## src/rtl/core/pnmp_pkg.sv

```systemverilog
// ----------------------------------------------------------------------------
// pnmp_pkg
// Shared types, constants and the character decode for the numeric packer.
// ----------------------------------------------------------------------------
package pnmp_pkg;

    localparam int          MAX_CHARS   = 41;
    localparam int          FRAME_WORDS = 88;
    localparam int          WORD_BITS   = 21;
    localparam int          IDX_W       = 4;
    localparam int          BIT_W       = 5;
    localparam logic [3:0]  FILL_CODE   = 4'hC;
    localparam logic [4:0]  START_BIT   = 5'd2;
    // last bit offset at which a whole nibble still fits in a word
    localparam logic [4:0]  LAST_SLOT   = 5'(WORD_BITS - 4);
    localparam logic [2:0]  VEC_TYPE    = 3'd3;
    localparam logic [5:0]  COUNT_MAX   = 6'd63;
    localparam logic        KIND_VECTOR  = 1'b0;
    localparam logic        KIND_MESSAGE = 1'b1;

    typedef enum logic [1:0] {
        ST_OK       = 2'd0,
        ST_BAD_CHAR = 2'd1,
        ST_TOO_LONG = 2'd2,
        ST_FRAME    = 2'd3
    } t_status;

    typedef struct packed {
        logic             pack;
        logic             fill;
        logic             flush;
        logic             clear;
        logic [3:0]       nib;
        logic             rd_en;
        logic [IDX_W-1:0] rd_idx;
    } t_pack_ctl;

    typedef struct packed {
        logic [IDX_W-1:0] w;
        logic [BIT_W-1:0] b;
        logic [20:0]      rd_data;
    } t_pack_sts;

    // returns {valid, code}
    function automatic logic [4:0] digit_code(input logic [7:0] c);
        logic [4:0] r;
        r = 5'd0;
        if (c >= 8'h30 && c <= 8'h39) begin
            r = {1'b1, 4'(c - 8'h30)};
        end else begin
            case (c)
                8'h41, 8'h53:        r = 5'h1A;  // A S
                8'h42, 8'h55:        r = 5'h1B;  // B U
                8'h20:               r = 5'h1C;  // space
                8'h43, 8'h2D:        r = 5'h1D;  // C -
                8'h44, 8'h29, 8'h5D: r = 5'h1E;  // D ) ]
                8'h45, 8'h28, 8'h5B: r = 5'h1F;  // E ( [
                default:             r = 5'h00;
            endcase
        end
        return r;
    endfunction

endpackage

```

## src/rtl/core/pnmp_pack.sv

```systemverilog
// ----------------------------------------------------------------------------
// pnmp_pack
// Nibble insert unit, open word register and message word store.
// ----------------------------------------------------------------------------
module pnmp_pack #(
    parameter int MAX_WORDS = 8
) (
    input  logic                i_clk,
    input  logic                i_rst_n,
    input  pnmp_pkg::t_pack_ctl i_ctl,
    output pnmp_pkg::t_pack_sts o_sts
);

    localparam int AW = (MAX_WORDS > 1) ? $clog2(MAX_WORDS) : 1;

    logic [20:0]                  r_mem [MAX_WORDS];
    logic [20:0]                  r_rd_data;
    logic [20:0]                  r_open, n_open;
    logic [pnmp_pkg::IDX_W-1:0]   r_word, n_word;
    logic [pnmp_pkg::BIT_W-1:0]   r_bit, n_bit;
    logic [24:0]                  ins_wide;
    logic [20:0]                  ins_lo;
    logic [3:0]                   ins_hi;
    logic                         wr_en;
    logic [20:0]                  wr_data;
    logic                         word_in_store;

    // shared insert unit: bits above the word are the spill into the next one
    assign ins_wide = 25'(i_ctl.nib) << r_bit;
    assign ins_lo   = ins_wide[20:0];
    assign ins_hi   = ins_wide[24:21];

    assign word_in_store = (r_word < pnmp_pkg::IDX_W'(MAX_WORDS));

    always_comb begin
        n_open  = r_open;
        n_word  = r_word;
        n_bit   = r_bit;
        wr_en   = 1'b0;
        wr_data = r_open | ins_lo;
        if (i_ctl.clear) begin
            n_open = '0;
            n_word = '0;
            n_bit  = pnmp_pkg::START_BIT;
        end else if (i_ctl.pack) begin
            if (r_bit >= pnmp_pkg::LAST_SLOT) begin
                wr_en  = word_in_store;
                n_open = {17'd0, ins_hi};
                n_word = r_word + 1'b1;
                n_bit  = r_bit - pnmp_pkg::LAST_SLOT;
            end else begin
                n_open = r_open | ins_lo;
                n_bit  = r_bit + 5'd4;
            end
        end else if (i_ctl.fill) begin
            n_open = r_open | ins_lo;
            n_bit  = r_bit + 5'd4;
        end else if (i_ctl.flush) begin
            wr_en   = (r_bit != '0) && word_in_store;
            wr_data = r_open;
        end
    end

    always_ff @(posedge i_clk) begin
        if (!i_rst_n) begin
            r_open <= '0;
            r_word <= '0;
            r_bit  <= pnmp_pkg::START_BIT;
        end else begin
            r_open <= n_open;
            r_word <= n_word;
            r_bit  <= n_bit;
        end
    end

    always_ff @(posedge i_clk) begin
        if (wr_en) begin
            r_mem[r_word[AW-1:0]] <= wr_data;
        end
        if (i_ctl.rd_en) begin
            r_rd_data <= r_mem[i_ctl.rd_idx[AW-1:0]];
        end
    end

    assign o_sts.w       = r_word;
    assign o_sts.b       = r_bit;
    assign o_sts.rd_data = r_rd_data;

    a_bit_range: assert property (@(posedge i_clk) disable iff (!i_rst_n)
        r_bit <= 5'(pnmp_pkg::WORD_BITS))
        else $error("bit offset beyond word");

    a_clear_restart: assert property (@(posedge i_clk) disable iff (!i_rst_n)
        i_ctl.clear |=> (r_bit == pnmp_pkg::START_BIT && r_word == '0 && r_open == '0))
        else $error("clear did not restart packing");

    a_fill_fits: assert property (@(posedge i_clk) disable iff (!i_rst_n)
        i_ctl.fill |-> (r_bit != '0 && r_bit <= pnmp_pkg::LAST_SLOT))
        else $error("fill nibble does not fit");

endmodule

```

## src/rtl/core/pager_numeric_message_packer_top.sv

```systemverilog
// ----------------------------------------------------------------------------
// pager_numeric_message_packer_top
// Packs numeric message characters into 21-bit words and emits the vector
// word followed by the message words, or a single error result.
// ----------------------------------------------------------------------------
// channel   direction  handshake           payload
// input     in         start && !busy      i_char_code, i_message_start,
//                                          i_last_char
// result    out        o_strobe (1 cycle)  o_info_word, o_word_kind,
//                                          o_message_checksum, o_status,
//                                          o_last_word
//
// a character that is not last is packed in its transfer cycle; busy stays low
// the last character runs the sequencer: fill with the fill code, leave fill,
// flush, a checksum walk over the stored words through the store read port,
// checksum, vector, then one message word per cycle
// an error result leaves right after the flush cycle
// synchronous active-low reset; results cannot be held off by the receiver
// ----------------------------------------------------------------------------
module pager_numeric_message_packer_top #(
    parameter int MAX_WORDS = 8
) (
    input  logic        i_clk,
    input  logic        i_rst_n,
    input  logic        start,
    output logic        busy,
    input  logic [7:0]  i_char_code,
    input  logic [6:0]  i_message_start,
    input  logic        i_last_char,
    output logic        o_strobe,
    output logic [20:0] o_info_word,
    output logic        o_word_kind,
    output logic [5:0]  o_message_checksum,
    output logic [1:0]  o_status,
    output logic        o_last_word
);

    typedef enum logic [2:0] {
        S_IDLE,
        S_FILL,
        S_FLUSH,
        S_SUM,
        S_CKS,
        S_VEC,
        S_EMIT
    } t_state;

    t_state                      r_state;
    logic [5:0]                  r_count;
    logic                        r_err;
    logic [6:0]                  r_start;
    logic [pnmp_pkg::IDX_W-1:0]  r_nwords;
    logic [pnmp_pkg::IDX_W-1:0]  r_idx;
    logic [7:0]                  r_sum;
    logic [5:0]                  r_cks;

    pnmp_pkg::t_pack_ctl         ctl;
    pnmp_pkg::t_pack_sts         sts;

    logic                        accept;
    logic [4:0]                  dc;
    logic [5:0]                  cnt_inc;
    logic                        fill_go;
    logic [pnmp_pkg::IDX_W-1:0]  nwords_c;
    logic                        too_long;
    logic                        over_frame;
    logic                        err_any;
    pnmp_pkg::t_status           err_status;
    logic [7:0]                  word_sum;
    logic [6:0]                  tsum;
    logic [20:0]                 vec_base;
    logic [5:0]                  vec_nib;
    logic [20:0]                 vec_word;
    logic [pnmp_pkg::IDX_W-1:0]  idx_nxt;
    logic                        emit_last;

    assign busy    = (r_state != S_IDLE);
    assign accept  = start && !busy;
    assign dc      = pnmp_pkg::digit_code(i_char_code);
    assign cnt_inc = (r_count == pnmp_pkg::COUNT_MAX) ? r_count : r_count + 6'd1;

    assign fill_go  = (sts.b != '0) && (sts.b <= pnmp_pkg::LAST_SLOT);
    assign nwords_c = (sts.b == '0) ? sts.w : sts.w + 1'b1;

    assign too_long   = (r_count > 6'(pnmp_pkg::MAX_CHARS))
                     || (nwords_c > pnmp_pkg::IDX_W'(MAX_WORDS));
    assign over_frame = ({1'b0, r_start} + {4'd0, nwords_c}) > 8'(pnmp_pkg::FRAME_WORDS);
    assign err_any    = too_long || r_err || over_frame;

    always_comb begin
        if (too_long) begin
            err_status = pnmp_pkg::ST_TOO_LONG;
        end else if (r_err) begin
            err_status = pnmp_pkg::ST_BAD_CHAR;
        end else if (over_frame) begin
            err_status = pnmp_pkg::ST_FRAME;
        end else begin
            err_status = pnmp_pkg::ST_OK;
        end
    end

    // checksum fields of one stored word
    assign word_sum = 8'({1'b0, sts.rd_data[7:0]} + {1'b0, sts.rd_data[15:8]}
                         + {4'd0, sts.rd_data[20:16]});
    assign tsum     = {1'b0, r_sum[5:0]} + {5'd0, r_sum[7:6]};

    assign vec_base = {r_cks[3:0], 3'(r_nwords - 1'b1), r_start, pnmp_pkg::VEC_TYPE, 4'd0};
    assign vec_nib  = {2'd0, vec_base[7:4]} + {2'd0, vec_base[11:8]}
                    + {2'd0, vec_base[15:12]} + {2'd0, vec_base[19:16]}
                    + {5'd0, vec_base[20]};
    assign vec_word = {vec_base[20:4], ~vec_nib[3:0]};

    assign idx_nxt   = r_idx + 1'b1;
    assign emit_last = (idx_nxt == r_nwords);

    always_comb begin
        ctl        = '0;
        ctl.nib    = (r_state == S_IDLE) ? dc[3:0] : pnmp_pkg::FILL_CODE;
        ctl.rd_idx = r_idx;
        case (r_state)
            S_IDLE: begin
                ctl.pack = accept && dc[4] && !r_err
                        && (cnt_inc <= 6'(pnmp_pkg::MAX_CHARS));
            end
            S_FILL: begin
                ctl.fill = fill_go;
            end
            S_FLUSH: begin
                ctl.flush = 1'b1;
                ctl.clear = err_any;
            end
            S_SUM: begin
                ctl.rd_en = (r_idx < r_nwords);
            end
            S_VEC: begin
                ctl.rd_en  = 1'b1;
                ctl.rd_idx = '0;
            end
            S_EMIT: begin
                ctl.rd_en  = (idx_nxt < r_nwords);
                ctl.rd_idx = idx_nxt;
                ctl.clear  = emit_last;
            end
            default: begin
                ctl.clear = 1'b0;
            end
        endcase
    end

    pnmp_pack #(
        .MAX_WORDS (MAX_WORDS)
    ) u_pack (
        .i_clk   (i_clk),
        .i_rst_n (i_rst_n),
        .i_ctl   (ctl),
        .o_sts   (sts)
    );

    always_ff @(posedge i_clk) begin
        if (!i_rst_n) begin
            r_state  <= S_IDLE;
            r_count  <= '0;
            r_err    <= 1'b0;
            r_idx    <= '0;
            o_strobe <= 1'b0;
        end else begin
            case (r_state)
                S_IDLE: begin
                    o_strobe <= 1'b0;
                    if (accept) begin
                        r_count <= cnt_inc;
                        if (!dc[4]) begin
                            r_err <= 1'b1;
                        end
                        if (i_last_char) begin
                            r_start <= i_message_start;
                            r_state <= S_FILL;
                        end
                    end
                end
                S_FILL: begin
                    o_strobe <= 1'b0;
                    if (!fill_go) begin
                        r_state <= S_FLUSH;
                    end
                end
                S_FLUSH: begin
                    o_strobe <= err_any;
                    r_nwords <= nwords_c;
                    r_idx    <= '0;
                    r_sum    <= '0;
                    if (err_any) begin
                        o_info_word        <= '0;
                        o_word_kind        <= pnmp_pkg::KIND_VECTOR;
                        o_message_checksum <= '0;
                        o_status           <= err_status;
                        o_last_word        <= 1'b1;
                        r_count            <= '0;
                        r_err              <= 1'b0;
                        r_state            <= S_IDLE;
                    end else begin
                        r_state <= S_SUM;
                    end
                end
                S_SUM: begin
                    o_strobe <= 1'b0;
                    // read data arrives in the cycle after its address
                    if (r_idx != '0) begin
                        r_sum <= r_sum + word_sum;
                    end
                    r_idx <= idx_nxt;
                    if (r_idx == r_nwords) begin
                        r_state <= S_CKS;
                    end
                end
                S_CKS: begin
                    o_strobe <= 1'b0;
                    r_cks    <= ~tsum[5:0];
                    r_state  <= S_VEC;
                end
                S_VEC: begin
                    o_strobe           <= 1'b1;
                    o_info_word        <= vec_word;
                    o_word_kind        <= pnmp_pkg::KIND_VECTOR;
                    o_message_checksum <= r_cks;
                    o_status           <= pnmp_pkg::ST_OK;
                    o_last_word        <= (r_nwords == '0);
                    r_idx              <= '0;
                    r_state            <= S_EMIT;
                end
                S_EMIT: begin
                    o_strobe           <= 1'b1;
                    o_info_word        <= sts.rd_data
                                        | {19'd0, (r_idx == '0) ? r_cks[5:4] : 2'd0};
                    o_word_kind        <= pnmp_pkg::KIND_MESSAGE;
                    o_message_checksum <= r_cks;
                    o_status           <= pnmp_pkg::ST_OK;
                    o_last_word        <= emit_last;
                    r_idx              <= idx_nxt;
                    if (emit_last) begin
                        r_count <= '0;
                        r_err   <= 1'b0;
                        r_state <= S_IDLE;
                    end
                end
                default: begin
                    o_strobe <= 1'b0;
                    r_state  <= S_IDLE;
                end
            endcase
        end
    end

    a_err_single: assert property (@(posedge i_clk) disable iff (!i_rst_n)
        (o_strobe && o_status != pnmp_pkg::ST_OK) |-> (o_last_word && o_info_word == '0))
        else $error("error result is not a lone zero word");

    a_last_busy: assert property (@(posedge i_clk) disable iff (!i_rst_n)
        (accept && i_last_char) |=> busy)
        else $error("last character did not start the sequencer");

    a_vec_not_last: assert property (@(posedge i_clk) disable iff (!i_rst_n)
        (o_strobe && o_word_kind == pnmp_pkg::KIND_VECTOR && o_status == pnmp_pkg::ST_OK)
        |-> !o_last_word)
        else $error("vector word closed the run");

    a_sum_index: assert property (@(posedge i_clk) disable iff (!i_rst_n)
        (r_state == S_SUM) |-> (r_idx <= r_nwords))
        else $error("checksum walk past word count");

    a_idle_after_last: assert property (@(posedge i_clk) disable iff (!i_rst_n)
        (o_strobe && o_last_word) |-> !busy)
        else $error("sequencer still busy after final result");

endmodule

```

## config.mk

```make
export PLATFORM = sky130hd
export DESIGN_NAME = pager_numeric_message_packer_top
export DESIGN_NICKNAME = d
export VERILOG_FILES = /design/src/rtl/core/pnmp_pkg.sv /design/src/rtl/core/pnmp_pack.sv /design/src/rtl/core/pager_numeric_message_packer_top.sv
export SDC_FILE = /design/constraint.sdc
export NUM_CORES = 1
export LEC_CHECK = 0
export BUFFER_PORTS_ARGS = -buffer_cell sky130_fd_sc_hd__buf_2
export CORE_MARGIN = 2
export CORE_UTILIZATION = 38
export CTS_BUF_LIST = sky130_fd_sc_hd__clkbuf_4 sky130_fd_sc_hd__clkbuf_8
export DETAILED_ROUTE_END_ITERATION = 10
export PLACE_DENSITY_LB_ADDON = 0.1
export SETUP_SLACK_MARGIN = 0.05
export SYNTH_ARGS = -nofsm -noshare
export SYNTH_HDL_FRONTEND = slang
export SYNTH_SLANG_ARGS = --single-unit
export TNS_END_PERCENT = 50
```

## constraint.sdc

```tcl
create_clock -name i_clk -period 5 [get_ports i_clk]
set_input_delay 0.25 -clock i_clk [delete_from_list [all_inputs] [get_ports i_clk]]
set_output_delay 0.25 -clock i_clk [all_outputs]
set_load 0.005 [all_outputs]
```

==> report_table.html, run 1 <==
<table>
<tr><th>Metric</th><th>Value</th></tr>
<tr><th colspan="2">Power and ir drop</th></tr>
<tr><td>Portion of total power attributed to the clock network</td><td>32.3%</td></tr>
<tr><td>Switching power</td><td>between 2000 and 2500 uW</td></tr>
<tr><td>Peak supply drop</td><td>approximately 0.00019 V</td></tr>
<tr><td>Internal power consumption</td><td>between 4000 and 5000 uW</td></tr>
<tr><td>Power density over the cells</td><td>between 400 and 500 nW/um^2</td></tr>
<tr><td>Leak pwr</td><td>slightly above 0.006 uW</td></tr>
<tr><td>Tot Pwr</td><td>approximately 6700 uW</td></tr>
<tr><td>Share of total power in sequential cells</td><td>between 40 and 50%</td></tr>
<tr><td>Combinational fraction of design power</td><td>roughly 23%</td></tr>
<tr><td>Net switching share of the total power</td><td>a little under a third</td></tr>
<tr><th colspan="2">Placement</th></tr>
<tr><td>Quantity of I/O buffers inserted on ports</td><td>between 50 and 60</td></tr>
<tr><td>Global placer's final weighted congestion</td><td>0.869</td></tr>
<tr><td>Half-perimeter wire length of the detailed placement result</td><td>24300 um</td></tr>
<tr><th colspan="2">Hold path</th></tr>
<tr><td>Tightest Hold Check Type</td><td>in -&gt; reg</td></tr>
<tr><th colspan="2">Clocking</th></tr>
<tr><td>TritonCTS sink count</td><td>290</td></tr>
<tr><td>Clock transition time at the flip-flop clock pins of the worst setup and hold paths</td><td>about 0.06 ns</td></tr>
<tr><td>CTS tree</td><td>done</td></tr>
<tr><td>Postcts setup bufs</td><td>0</td></tr>
<tr><td>Maximum clock path buffer count</td><td>3</td></tr>
<tr><td>Number of CTS-inserted buffers</td><td>52</td></tr>
<tr><td>Clock latency on the worst-skew pair</td><td>0.65 ns</td></tr>
<tr><td>CTS H-Tree Depth</td><td>2</td></tr>
<tr><td>Clock root buffer</td><td>sky130_fd_sc_hd__clkbuf_8</td></tr>
<tr><th colspan="2">STA</th></tr>
<tr><td>Setup repair after global routing missed its margin</td><td>false</td></tr>
<tr><td>Final hold viol count</td><td>0</td></tr>
<tr><td>Worst Max-Slew Pin Slew</td><td>between 1 and 1.5 ns</td></tr>
<tr><td>Worst hold slack</td><td>approximately 0.13 ns</td></tr>
<tr><td>Post-route setup TNS</td><td>0 ns</td></tr>
<tr><td>Maximum achievable frequency</td><td>0.218 GHz</td></tr>
<tr><td>Count of endpoints failing setup in the final report</td><td>0</td></tr>
<tr><td>Slew margin rel.</td><td>between 20% and 30%</td></tr>
<tr><td>Final Skew</td><td>~0.047 ns</td></tr>
<tr><td>Minimum period implied by the final worst setup slack</td><td>4.60 ns</td></tr>
<tr><td>Final cycle utilization of the critical path</td><td>between 90 and 100%</td></tr>
<tr><td>Final Max Slew Viols</td><td>0</td></tr>
<tr><th colspan="2">Worst setup path</th></tr>
<tr><td>Critical path endpoint category</td><td>flop</td></tr>
<tr><td>Critical Path Slowest Stage Cell</td><td>sky130_fd_sc_hd__dfxtp_1</td></tr>
<tr><td>CP Class</td><td>reg -&gt; reg</td></tr>
<tr><td>WP data arrival</td><td>slightly below 5 ns</td></tr>
<tr><td>Kind of start point of the critical path</td><td>flop</td></tr>
<tr><td>CP cell instances</td><td>inv_1, ha_1, and3b_1, xnor2_1, ha_1, fa_1, xor2_1, o31ai_1, a21oi_1, a32o_1, nor3_1, o211ai_1, or2_2, nor2_2, buf_4</td></tr>
<tr><td>CP top delay family</td><td>simple AND/OR/NAND/NOR gates</td></tr>
<tr><td>Largest driver fanout on the critical path</td><td>21</td></tr>
<tr><td>WP data required</td><td>between 5 and 6 ns</td></tr>
<tr><td>Cell with the most instances on the worst path</td><td>sky130_fd_sc_hd__ha_1</td></tr>
<tr><td>Slowest cell delay on critical path</td><td>between 0.5 and 0.6 ns</td></tr>
<tr><td>Count of buffering cells on the critical path with inverters included</td><td>2</td></tr>
<tr><th colspan="2">Synthesis</th></tr>
<tr><td>Leading cell types by count after synthesis</td><td>251 x sky130_fd_sc_hd__nand2_1, 245 x sky130_fd_sc_hd__edfxtp_1, 125 x sky130_fd_sc_hd__nand3_1</td></tr>
<tr><td>Top area cells in the synthesized netlist</td><td>sky130_fd_sc_hd__edfxtp_1 53%, sky130_fd_sc_hd__nand2_1 6.8%, sky130_fd_sc_hd__dfxtp_1 6.5%</td></tr>
<tr><td>Total of warnings raised by yosys</td><td>0</td></tr>
<tr><td>Synthesized area per cell</td><td>roughly 11 um^2</td></tr>
<tr><td>Cell type with the highest aggregate area in the netlist</td><td>sky130_fd_sc_hd__edfxtp_1</td></tr>
<tr><td>Top flip-flop cell by instance count after synthesis</td><td>sky130_fd_sc_hd__edfxtp_1</td></tr>
<tr><td>Number of enable flip-flop cells after synthesis</td><td>roughly 250</td></tr>
<tr><td>Flop and latch count out of synthesis</td><td>290</td></tr>
<tr><td>Nets in the synthesized netlist</td><td>roughly 1300</td></tr>
<tr><td>Number of distinct library cell variants in the gate-level netlist after synthesis</td><td>just under 80</td></tr>
<tr><td>Post-synthesis instance area</td><td>roughly 14000 um^2</td></tr>
<tr><td>Share of the synthesized area in the top cell type</td><td>approximately 53%</td></tr>
<tr><td>Number of instances in the synthesized netlist</td><td>roughly 1300</td></tr>
<tr><td>Fraction of registers with async set/reset</td><td>0%</td></tr>
<tr><td>Leading cell type by number of instances after synthesis</td><td>sky130_fd_sc_hd__nand2_1</td></tr>
<tr><td>Sequential cell area fraction in the yosys report</td><td>roughly 60%</td></tr>
<tr><th colspan="2">Routing</th></tr>
<tr><td>Total wire length</td><td>36400 um</td></tr>
<tr><td>Number of nets still failing antenna checks after routing</td><td>0</td></tr>
<tr><td>Pre-antenna DRT Iters</td><td>7</td></tr>
<tr><td>Detailed Route Iter0 Violations</td><td>between 600 and 700</td></tr>
<tr><td>Final routed DRC violation total</td><td>0</td></tr>
<tr><td>Via-to-Cell Ratio</td><td>between 5 and 6</td></tr>
<tr><td>Via count of the routed design</td><td>9686</td></tr>
<tr><td>Routed length per placed instance</td><td>19.8 um</td></tr>
<tr><th colspan="2">Die</th></tr>
<tr><td>Vertical extent of the die</td><td>around 200 um</td></tr>
<tr><td>Die area</td><td>between 30000 and 40000 um^2</td></tr>
<tr><td>Number of placement rows</td><td>70</td></tr>
<tr><td>Effective utilization at floorplan</td><td>about two fifths</td></tr>
<tr><td>Horizontal die dimension</td><td>196 um</td></tr>
<tr><td>Number of top-level pins</td><td>between 50 and 60</td></tr>
<tr><td>CORE AREA</td><td>around 36000 um^2</td></tr>
<tr><th colspan="2">Flow run</th></tr>
<tr><td>Max cap viols</td><td>0</td></tr>
<tr><th colspan="2">Global routing</th></tr>
<tr><td>Global Route Usage Sum</td><td>between 10% and 20%</td></tr>
<tr><td>Via count of the first global-routing pass</td><td>between 9000 and 10000</td></tr>
<tr><td>Antenna violations before repair</td><td>0</td></tr>
<tr><td>Global-route wire length before repair</td><td>roughly 57000 um</td></tr>
<tr><td>Aggregate global routing overflow</td><td>0</td></tr>
<tr><td>Maximum number of pins on one net before global-route repair</td><td>85</td></tr>
<tr><th colspan="2">Cells and area</th></tr>
<tr><td>Share of layout cells above drive strength 1</td><td>14.2%</td></tr>
<tr><td># nets final</td><td>roughly 1400</td></tr>
<tr><td>Finished Core Util</td><td>roughly 44%</td></tr>
<tr><td>P&amp;R area growth vs syn</td><td>14.2%</td></tr>
<tr><td>ANT cells</td><td>0</td></tr>
<tr><th colspan="2">Status</th></tr>
<tr><td>Status</td><td>completed</td></tr>
</table>
==> worst paths after layout <==
kind	start	end	slack, ns	cells after the start
max	u_pack.r_bit[1]	u_pack.r_mem[1][10]	0.40	15
max reg2reg	u_pack.r_bit[1]	u_pack.r_mem[1][10]	0.40	15
min reg2reg	u_pack.r_open[13]	u_pack.r_open[13]	0.46	1
min	start	r_count[5]	0.13	4
==> timing repair <==
action / 4_1_cts / 5_1_grt
hold buffers: 8 / 0
endpoints found under the setup margin: 0 / 0
endpoints found under the hold margin: 11 / 0
gates resized for setup: 0 / 0
==> state kept, by name, summed over array words and instances, names as in the netlist <==
name                flops
r_nwords                4
o_strobe                1
r_sum                   8
o_message_checksum      6
r_idx                   4
o_word_kind             1
o_info_word            21
r_start                 7
o_last_word             1
r_cks                   6
r_state                 3
u_pack.r_rd_data       21
u_pack.r_open          21
u_pack.r_word           4
r_err                   1
u_pack.r_bit            5
o_status                2
r_count                 6
u_pack.r_mem          168
==> cell families (layout without fill, tap and decap cells) <==
logic type | Yosys count | after routing | share of synthesized area [%]
flops | 290 | 290 | 59.3
mux | 5 | 5 | 0.395
simple gates | 532 | 532 | 17.6
xor+xnor | 31 | 31 | 1.95
buf+inv | 111 | 223 | 3.22
fa+ha+maj | 59 | 59 | 6.27
compound gates | 231 | 231 | 11.4
==> stage by stage <==
stage	cells	instance area [um^2]	setup WS (ns)
finish	1839	15900	0.403
global route	1839	15900	0.162
CTS	1839	15900	0.403
detailed placement	1735	14800	0.452
global placement	1735	14800	0.585
floorplan	1259	13900	-0.215
==> layer usage <==
metal,global-route usage (%),vias to the layer above,part of all wire (%)
met4,7.80,0,3.2
met3,3.35,69,4.3
met1,26.2,4678,46
li1,-,4713,-
met2,31.3,226,46
met5,0,-,0
==> worst register-to-register path: stages (launching register included) <==
cell                       delay [ns]
sky130_fd_sc_hd__dfxtp_1         0.55
sky130_fd_sc_hd__inv_1           0.24
sky130_fd_sc_hd__ha_1            0.26
sky130_fd_sc_hd__and3b_1         0.25
sky130_fd_sc_hd__xnor2_1         0.18
sky130_fd_sc_hd__ha_1            0.24
sky130_fd_sc_hd__fa_1            0.44
sky130_fd_sc_hd__xor2_1          0.19
sky130_fd_sc_hd__o31ai_1         0.21
sky130_fd_sc_hd__a21oi_1         0.07
sky130_fd_sc_hd__a32o_1          0.25
sky130_fd_sc_hd__nor3_1          0.38
sky130_fd_sc_hd__o211ai_1        0.17
sky130_fd_sc_hd__or2_2           0.38
sky130_fd_sc_hd__nor2_2          0.12
sky130_fd_sc_hd__buf_4           0.32
==> power by group through the flow <==
| stage | Sequential, uW | Combinational (uW) | Clock (uW) |
|---|---|---|---|
| 5_1_grt | 3050 | 1720 | 2360 |
| 6_report | 3030 | 1530 | 2180 |
| 4_1_cts | 3030 | 1540 | 2270 |
| 2_1_floorplan | 3010 | 1050 | 0 |
| 3_5_place_dp | 3080 | 1530 | 0 |
| 3_3_place_gp | 3080 | 1520 | 0 |
==> final cells by class <==
cell class | instances | area (um^2)
clock inverter | 27 | 166
inverter | 43 | 161
clock buffer | 69 | 850
multi-input combinational | 858 | 5330
tap | 468 | 586
fill | 3410 | 20400
sequential | 290 | 8260
timing repair buffer | 84 | 573
==> placed cells by master (no fill, tap or decap), types with 5 or more instances in the layout <==
cell / count
sky130_fd_sc_hd__nand2_1: 251
sky130_fd_sc_hd__edfxtp_1: 245
sky130_fd_sc_hd__nand3_1: 125
sky130_fd_sc_hd__o21ai_0: 65
sky130_fd_sc_hd__nor2_1: 59
sky130_fd_sc_hd__clkbuf_8: 53
sky130_fd_sc_hd__buf_2: 51
sky130_fd_sc_hd__dfxtp_1: 45
sky130_fd_sc_hd__inv_1: 43
sky130_fd_sc_hd__ha_1: 41
sky130_fd_sc_hd__a21oi_1: 34
sky130_fd_sc_hd__a21o_1: 22
sky130_fd_sc_hd__xnor2_1: 21
sky130_fd_sc_hd__buf_4: 21
sky130_fd_sc_hd__fa_1: 18
sky130_fd_sc_hd__clkinv_1: 17
sky130_fd_sc_hd__nor2b_1: 16
sky130_fd_sc_hd__clkbuf_4: 16
sky130_fd_sc_hd__xor2_1: 10
sky130_fd_sc_hd__nor3_1: 10
sky130_fd_sc_hd__a22o_1: 10
sky130_fd_sc_hd__a31oi_1: 10
sky130_fd_sc_hd__nand2b_1: 9
sky130_fd_sc_hd__and3_1: 8
sky130_fd_sc_hd__o2bb2ai_1: 8
sky130_fd_sc_hd__dlygate4sd3_1: 8
sky130_fd_sc_hd__o21bai_1: 7
sky130_fd_sc_hd__and2_1: 6
sky130_fd_sc_hd__a41oi_1: 6
sky130_fd_sc_hd__nor2_2: 6
sky130_fd_sc_hd__nor4b_1: 5
sky130_fd_sc_hd__o211ai_1: 5
sky130_fd_sc_hd__o31ai_1: 5
sky130_fd_sc_hd__a211oi_1: 5
sky130_fd_sc_hd__clkinv_2: 5
Power figures use the tool's default switching activity.
==> inputs of run 2 (changes only) <==
--- a/config.mk
+++ b/config.mk
@@ -5,6 +5,7 @@
 export SDC_FILE = /design/constraint.sdc
 export NUM_CORES = 1
 export LEC_CHECK = 0
+export ABC_AREA = 1
 export BUFFER_PORTS_ARGS = -buffer_cell sky130_fd_sc_hd__buf_2
 export CORE_MARGIN = 2
 export CORE_UTILIZATION = 38
==> report_table.html, run 2 <==
<table>
<tr><th>Metric</th><th>Value</th></tr>
<tr><th colspan="2">Status</th></tr>
<tr><td>Status</td><td>completed</td></tr>
<tr><th colspan="2">Synthesis</th></tr>
<tr><td>Nets in the synthesized netlist</td><td>1433 (+7.2%)</td></tr>
<tr><td>Total of warnings raised by yosys</td><td>0 (unchanged)</td></tr>
<tr><td>Sequential cell area fraction in the yosys report</td><td>58.8% (-0.41 points)</td></tr>
<tr><td>Number of distinct library cell variants in the gate-level netlist after synthesis</td><td>51 (-35%)</td></tr>
<tr><td>Number of instances in the synthesized netlist</td><td>1355 (+7.6%)</td></tr>
<tr><td>Top flip-flop cell by instance count after synthesis</td><td>sky130_fd_sc_hd__edfxtp_1</td></tr>
<tr><td>Synthesized area per cell</td><td>10.4 um^2 (-6.4%)</td></tr>
<tr><td>Fraction of registers with async set/reset</td><td>0% (unchanged)</td></tr>
<tr><td>Share of the synthesized area in the top cell type</td><td>52.4% (-0.36 points)</td></tr>
<tr><td>Number of enable flip-flop cells after synthesis</td><td>245 (unchanged)</td></tr>
<tr><td>Leading cell type by number of instances after synthesis</td><td>sky130_fd_sc_hd__edfxtp_1</td></tr>
<tr><td>Leading cell types by count after synthesis</td><td>245 x sky130_fd_sc_hd__edfxtp_1, 232 x sky130_fd_sc_hd__nor2_1, 177 x sky130_fd_sc_hd__nand2_1</td></tr>
<tr><td>Top area cells in the synthesized netlist</td><td>sky130_fd_sc_hd__edfxtp_1 52%, sky130_fd_sc_hd__dfxtp_1 6.4%, sky130_fd_sc_hd__nor2_1 6.2%</td></tr>
<tr><td>Cell type with the highest aggregate area in the netlist</td><td>sky130_fd_sc_hd__edfxtp_1</td></tr>
<tr><td>Post-synthesis instance area</td><td>14000 um^2 (+0.69%)</td></tr>
<tr><td>Flop and latch count out of synthesis</td><td>290 (unchanged)</td></tr>
<tr><th colspan="2">Placement</th></tr>
<tr><td>Half-perimeter wire length of the detailed placement result</td><td>23700 um (-2.9%)</td></tr>
<tr><td>Quantity of I/O buffers inserted on ports</td><td>51 (unchanged)</td></tr>
<tr><td>Global placer's final weighted congestion</td><td>0.783 (-9.9%)</td></tr>
<tr><td>Number of instances in the placed design</td><td>1846 (+6.4%)</td></tr>
<tr><th colspan="2">Routing</th></tr>
<tr><td>Total wire length</td><td>35700 um (-1.8%)</td></tr>
<tr><td>Pre-antenna DRT Iters</td><td>5 (-2)</td></tr>
<tr><td>Routed length per placed instance</td><td>18.3 um (-7.3%)</td></tr>
<tr><td>Number of nets still failing antenna checks after routing</td><td>0 (unchanged)</td></tr>
<tr><td>Via-to-Cell Ratio</td><td>4.98 (-5.4%)</td></tr>
<tr><td>Via count of the routed design</td><td>9710 (+0.25%)</td></tr>
<tr><td>Detailed Route Iter0 Violations</td><td>487 (-24%)</td></tr>
<tr><td>Final routed DRC violation total</td><td>0 (unchanged)</td></tr>
<tr><th colspan="2">Clocking</th></tr>
<tr><td>Maximum clock path buffer count</td><td>3 (unchanged)</td></tr>
<tr><td>Clock root buffer</td><td>sky130_fd_sc_hd__clkbuf_8</td></tr>
<tr><td>Gates resized, CTS repair</td><td>0 (unchanged)</td></tr>
<tr><td>TritonCTS sink count</td><td>290 (unchanged)</td></tr>
<tr><td>CTS H-Tree Depth</td><td>2 (unchanged)</td></tr>
<tr><td>CTS tree</td><td>done</td></tr>
<tr><td>Clock latency on the worst-skew pair</td><td>0.64 ns (about the same)</td></tr>
<tr><td>Postcts setup bufs</td><td>0 (unchanged)</td></tr>
<tr><td>Number of CTS-inserted buffers</td><td>50 (-3.8%)</td></tr>
<tr><td>Clock transition time at the flip-flop clock pins of the worst setup and hold paths</td><td>0.06 ns (about the same)</td></tr>
<tr><td>Hold_buf cts</td><td>8 (unchanged)</td></tr>
<tr><th colspan="2">Die</th></tr>
<tr><td>Effective utilization at floorplan</td><td>38.4% (+0.080 points)</td></tr>
<tr><td>Horizontal die dimension</td><td>196 um (+0.34%)</td></tr>
<tr><td>Number of top-level pins</td><td>52 (unchanged)</td></tr>
<tr><td>CORE AREA</td><td>36500 um^2 (+0.48%)</td></tr>
<tr><td>Die area</td><td>38500 um^2 (+0.68%)</td></tr>
<tr><td>Vertical extent of the die</td><td>196 um (+0.34%)</td></tr>
<tr><td>Number of placement rows</td><td>70 (unchanged)</td></tr>
<tr><th colspan="2">STA</th></tr>
<tr><td>Setup repair after global routing missed its margin</td><td>false</td></tr>
<tr><td>Worst Max-Slew Pin Slew</td><td>0.956 ns (-0.195 ns)</td></tr>
<tr><td>Final Max Slew Viols</td><td>0 (unchanged)</td></tr>
<tr><td>Post-route setup TNS</td><td>0 ns (unchanged)</td></tr>
<tr><td>Slew margin rel.</td><td>35.9% (+13 points)</td></tr>
<tr><td>Maximum achievable frequency</td><td>0.230 GHz (+5.9%)</td></tr>
<tr><td>Minimum period implied by the final worst setup slack</td><td>4.34 ns (-0.258 ns)</td></tr>
<tr><td>Final hold viol count</td><td>0 (unchanged)</td></tr>
<tr><td>Final cycle utilization of the critical path</td><td>86.8% (-5.2 points)</td></tr>
<tr><td>Final Skew</td><td>0.0144 ns (-0.0325 ns)</td></tr>
<tr><td>Count of endpoints failing setup in the final report</td><td>0 (unchanged)</td></tr>
<tr><th colspan="2">Worst setup path</th></tr>
<tr><td>Reg2Reg Capture Point</td><td>u_pack.r_mem[2][16]</td></tr>
<tr><td>WP data required</td><td>5.28 ns (about the same)</td></tr>
<tr><td>WP data arrival</td><td>4.62 ns (-0.25 ns)</td></tr>
<tr><td>Critical path endpoint category</td><td>flop</td></tr>
<tr><td>Depth of the worst register-to-register path</td><td>19 (+4)</td></tr>
<tr><td>Largest driver fanout on the critical path</td><td>21 (unchanged)</td></tr>
<tr><td>Kind of start point of the critical path</td><td>flop</td></tr>
<tr><td>Critical path origin</td><td>u_pack.r_bit[2]</td></tr>
<tr><td>CP Class</td><td>reg -&gt; reg</td></tr>
<tr><td>Launch point of the worst reg-to-reg path</td><td>u_pack.r_bit[2]</td></tr>
<tr><td>Flop-to-flop setup slack</td><td>0.66 ns (+0.26 ns)</td></tr>
<tr><td>Crit path capture</td><td>u_pack.r_mem[2][16]</td></tr>
<tr><th colspan="2">Cells and area</th></tr>
<tr><td>Commonest non-fill, non-tap cells in the layout</td><td>245 x sky130_fd_sc_hd__edfxtp_1, 224 x sky130_fd_sc_hd__nor2_1, 177 x sky130_fd_sc_hd__nand2_1, 121 x sky130_fd_sc_hd__inv_1, 113 x sky130_fd_sc_hd__o21ai_0</td></tr>
<tr><td>Layout fillers</td><td>3516 (+3.1%)</td></tr>
<tr><td>P&amp;R area growth vs syn</td><td>13.3%</td></tr>
<tr><td>Share of layout cells above drive strength 1</td><td>16.2% (+2.1 points)</td></tr>
<tr><td>ANT cells</td><td>0 (unchanged)</td></tr>
<tr><td># nets final</td><td>1516 (+7.7%)</td></tr>
<tr><td>Most common cell after layout, fill and taps aside</td><td>sky130_fd_sc_hd__edfxtp_1</td></tr>
<tr><td>Flip-flop count of the largest register after layout</td><td>168 (unchanged)</td></tr>
<tr><td>Layout Cells excl Fill</td><td>1948 (+5.9%)</td></tr>
<tr><th colspan="2">Global routing</th></tr>
<tr><td>Global-route wire length before repair</td><td>55300 um (-2.5%)</td></tr>
<tr><td>Aggregate global routing overflow</td><td>0 (unchanged)</td></tr>
<tr><td>Global Route Usage Sum</td><td>19.1% (-0.34 points)</td></tr>
<tr><td>Maximum number of pins on one net before global-route repair</td><td>85 (unchanged)</td></tr>
<tr><td>Antenna violations before repair</td><td>1 (+1)</td></tr>
<tr><td>Via count of the first global-routing pass</td><td>9609 (-0.11%)</td></tr>
<tr><th colspan="2">Power and ir drop</th></tr>
<tr><td>Share of total power in sequential cells</td><td>44.5% (-0.5 points)</td></tr>
<tr><td>Power density over the cells</td><td>426 nW/um^2 (+0.57%)</td></tr>
<tr><td>Internal power consumption</td><td>4530 uW (-1.2%)</td></tr>
<tr><td>Portion of total power attributed to the clock network</td><td>32.5% (+0.2 points)</td></tr>
<tr><td>Net switching share of the total power</td><td>33.0% (+1.1 points)</td></tr>
<tr><td>Peak supply drop</td><td>0.000180 V (-4.3%)</td></tr>
<tr><td>Switching power</td><td>2230 uW (+3.9%)</td></tr>
<tr><td>Leak pwr</td><td>0.00614 uW (+1.8%)</td></tr>
<tr><td>Combinational fraction of design power</td><td>23.0% (+0.3 points)</td></tr>
<tr><th colspan="2">Hold path</th></tr>
<tr><td>Min-Delay Path Depth</td><td>3 (-1)</td></tr>
<tr><td>Tightest Hold Check Type</td><td>in -&gt; reg</td></tr>
<tr><th colspan="2">Flow run</th></tr>
<tr><td>Max cap viols</td><td>0 (unchanged)</td></tr>
</table>
==> run 2: cell types whose count changed after synthesis, sizes merged, moves of 18 or more <==
cell	before	now
o21ai	68	137
clkbuf	46	17
nand3	125	74
a21oi	34	60
nor2	66	243
inv	43	132
a21o	22	1
o22ai	4	22
nand2	252	189
==> run 2: metrics by stage <==
stage	utilization (%)	area (um^2)	setup slack, ns	total power, uW	hold WS (ns)
global route	43.5	15900	0.263	7150	0.150
CTS	43.5	15900	0.657	6840	0.0929
detailed placement	40.5	14800	0.658	4610	0.430
finish	43.5	15900	0.660	6770	0.120
global placement	40.5	14800	0.737	4600	0.427
floorplan	-	14000	0.774	4100	0.349
==> run 2: worst min path at each step <==
| stage | to | from |
|---|---|---|
| 2_1_floorplan | r_start[0] | i_message_start[0] |
| 4_1_cts | r_start[0] | i_last_char |
| 6_report | r_start[0] | i_last_char |
| 5_1_grt | r_start[0] | i_last_char |
| 3_3_place_gp | r_start[0] | i_message_start[0] |
| 3_5_place_dp | r_start[1] | i_message_start[1] |
==> run 2: logic make-up (layout without fill, tap and decap cells) <==
logic type / Yosys count / in the layout / share of synthesized area [%]
buffers and inverters: 179 / 304 / 5.54
AOI/OAI and AO/OA: 261 / 261 / 10.8
xor gates and xnor gates: 31 / 31 / 1.99
and+or+nand+nor: 535 / 535 / 16.6
adders and majority gates: 59 / 59 / 6.22
DFF: 290 / 290 / 58.8
==> run 2: power groups by stage <==
stage | Clock, uW | Combinational, uW | Sequential [uW]
after floorplan | 0 | 1090 | 3010
after global routing | 2370 | 1760 | 3030
after detailed placement | 0 | 1560 | 3060
after CTS | 2260 | 1570 | 3010
after global placement | 0 | 1540 | 3060
final | 2200 | 1560 | 3010
==> run 2: critical path, cell delays in order, from the launching register on <==
cell and delay (ns):
sky130_fd_sc_hd__dfxtp_1 0.59, sky130_fd_sc_hd__inv_1 0.24, sky130_fd_sc_hd__ha_1 0.29, sky130_fd_sc_hd__nand3_2 0.15, sky130_fd_sc_hd__xor2_1 0.13, sky130_fd_sc_hd__ha_1 0.24
sky130_fd_sc_hd__fa_1 0.42, sky130_fd_sc_hd__nand3_1 0.13, sky130_fd_sc_hd__nand2_1 0.07, sky130_fd_sc_hd__nand2_1 0.08, sky130_fd_sc_hd__nor2_1 0.05, sky130_fd_sc_hd__xor2_1 0.15
sky130_fd_sc_hd__a21oi_1 0.23, sky130_fd_sc_hd__nand3_2 0.16, sky130_fd_sc_hd__nand2_4 0.12, sky130_fd_sc_hd__nand2_4 0.08, sky130_fd_sc_hd__inv_1 0.07, sky130_fd_sc_hd__nand4_1 0.23
sky130_fd_sc_hd__nor2_2 0.16, sky130_fd_sc_hd__buf_4 0.37
==> run 2: layer usage <==
metal | global-route usage (%) | share of wire (%) | vias up
li1 | - | - | 4836
met1 | 24.5 | 46 | 4607
met2 | 32.4 | 47 | 205
met3 | 3.70 | 4.1 | 62
met4 | 6.48 | 2.8 | 0
met5 | 0 | 0 | -
==> run 2: layout make-up <==
| cell class | instances | area [um^2] | area share, % |
|---|---|---|---|
| clock buffer | 80 | 932 | 5.86 |
| clock inverter | 14 | 97.6 | 0.614 |
| inverter | 133 | 502 | 3.15 |
| multi-input combinational | 886 | 5030 | 31.6 |
| sequential | 290 | 8260 | 51.9 |
| tap | 468 | 586 | 3.68 |
| timing repair buffer | 77 | 495 | 3.12 |
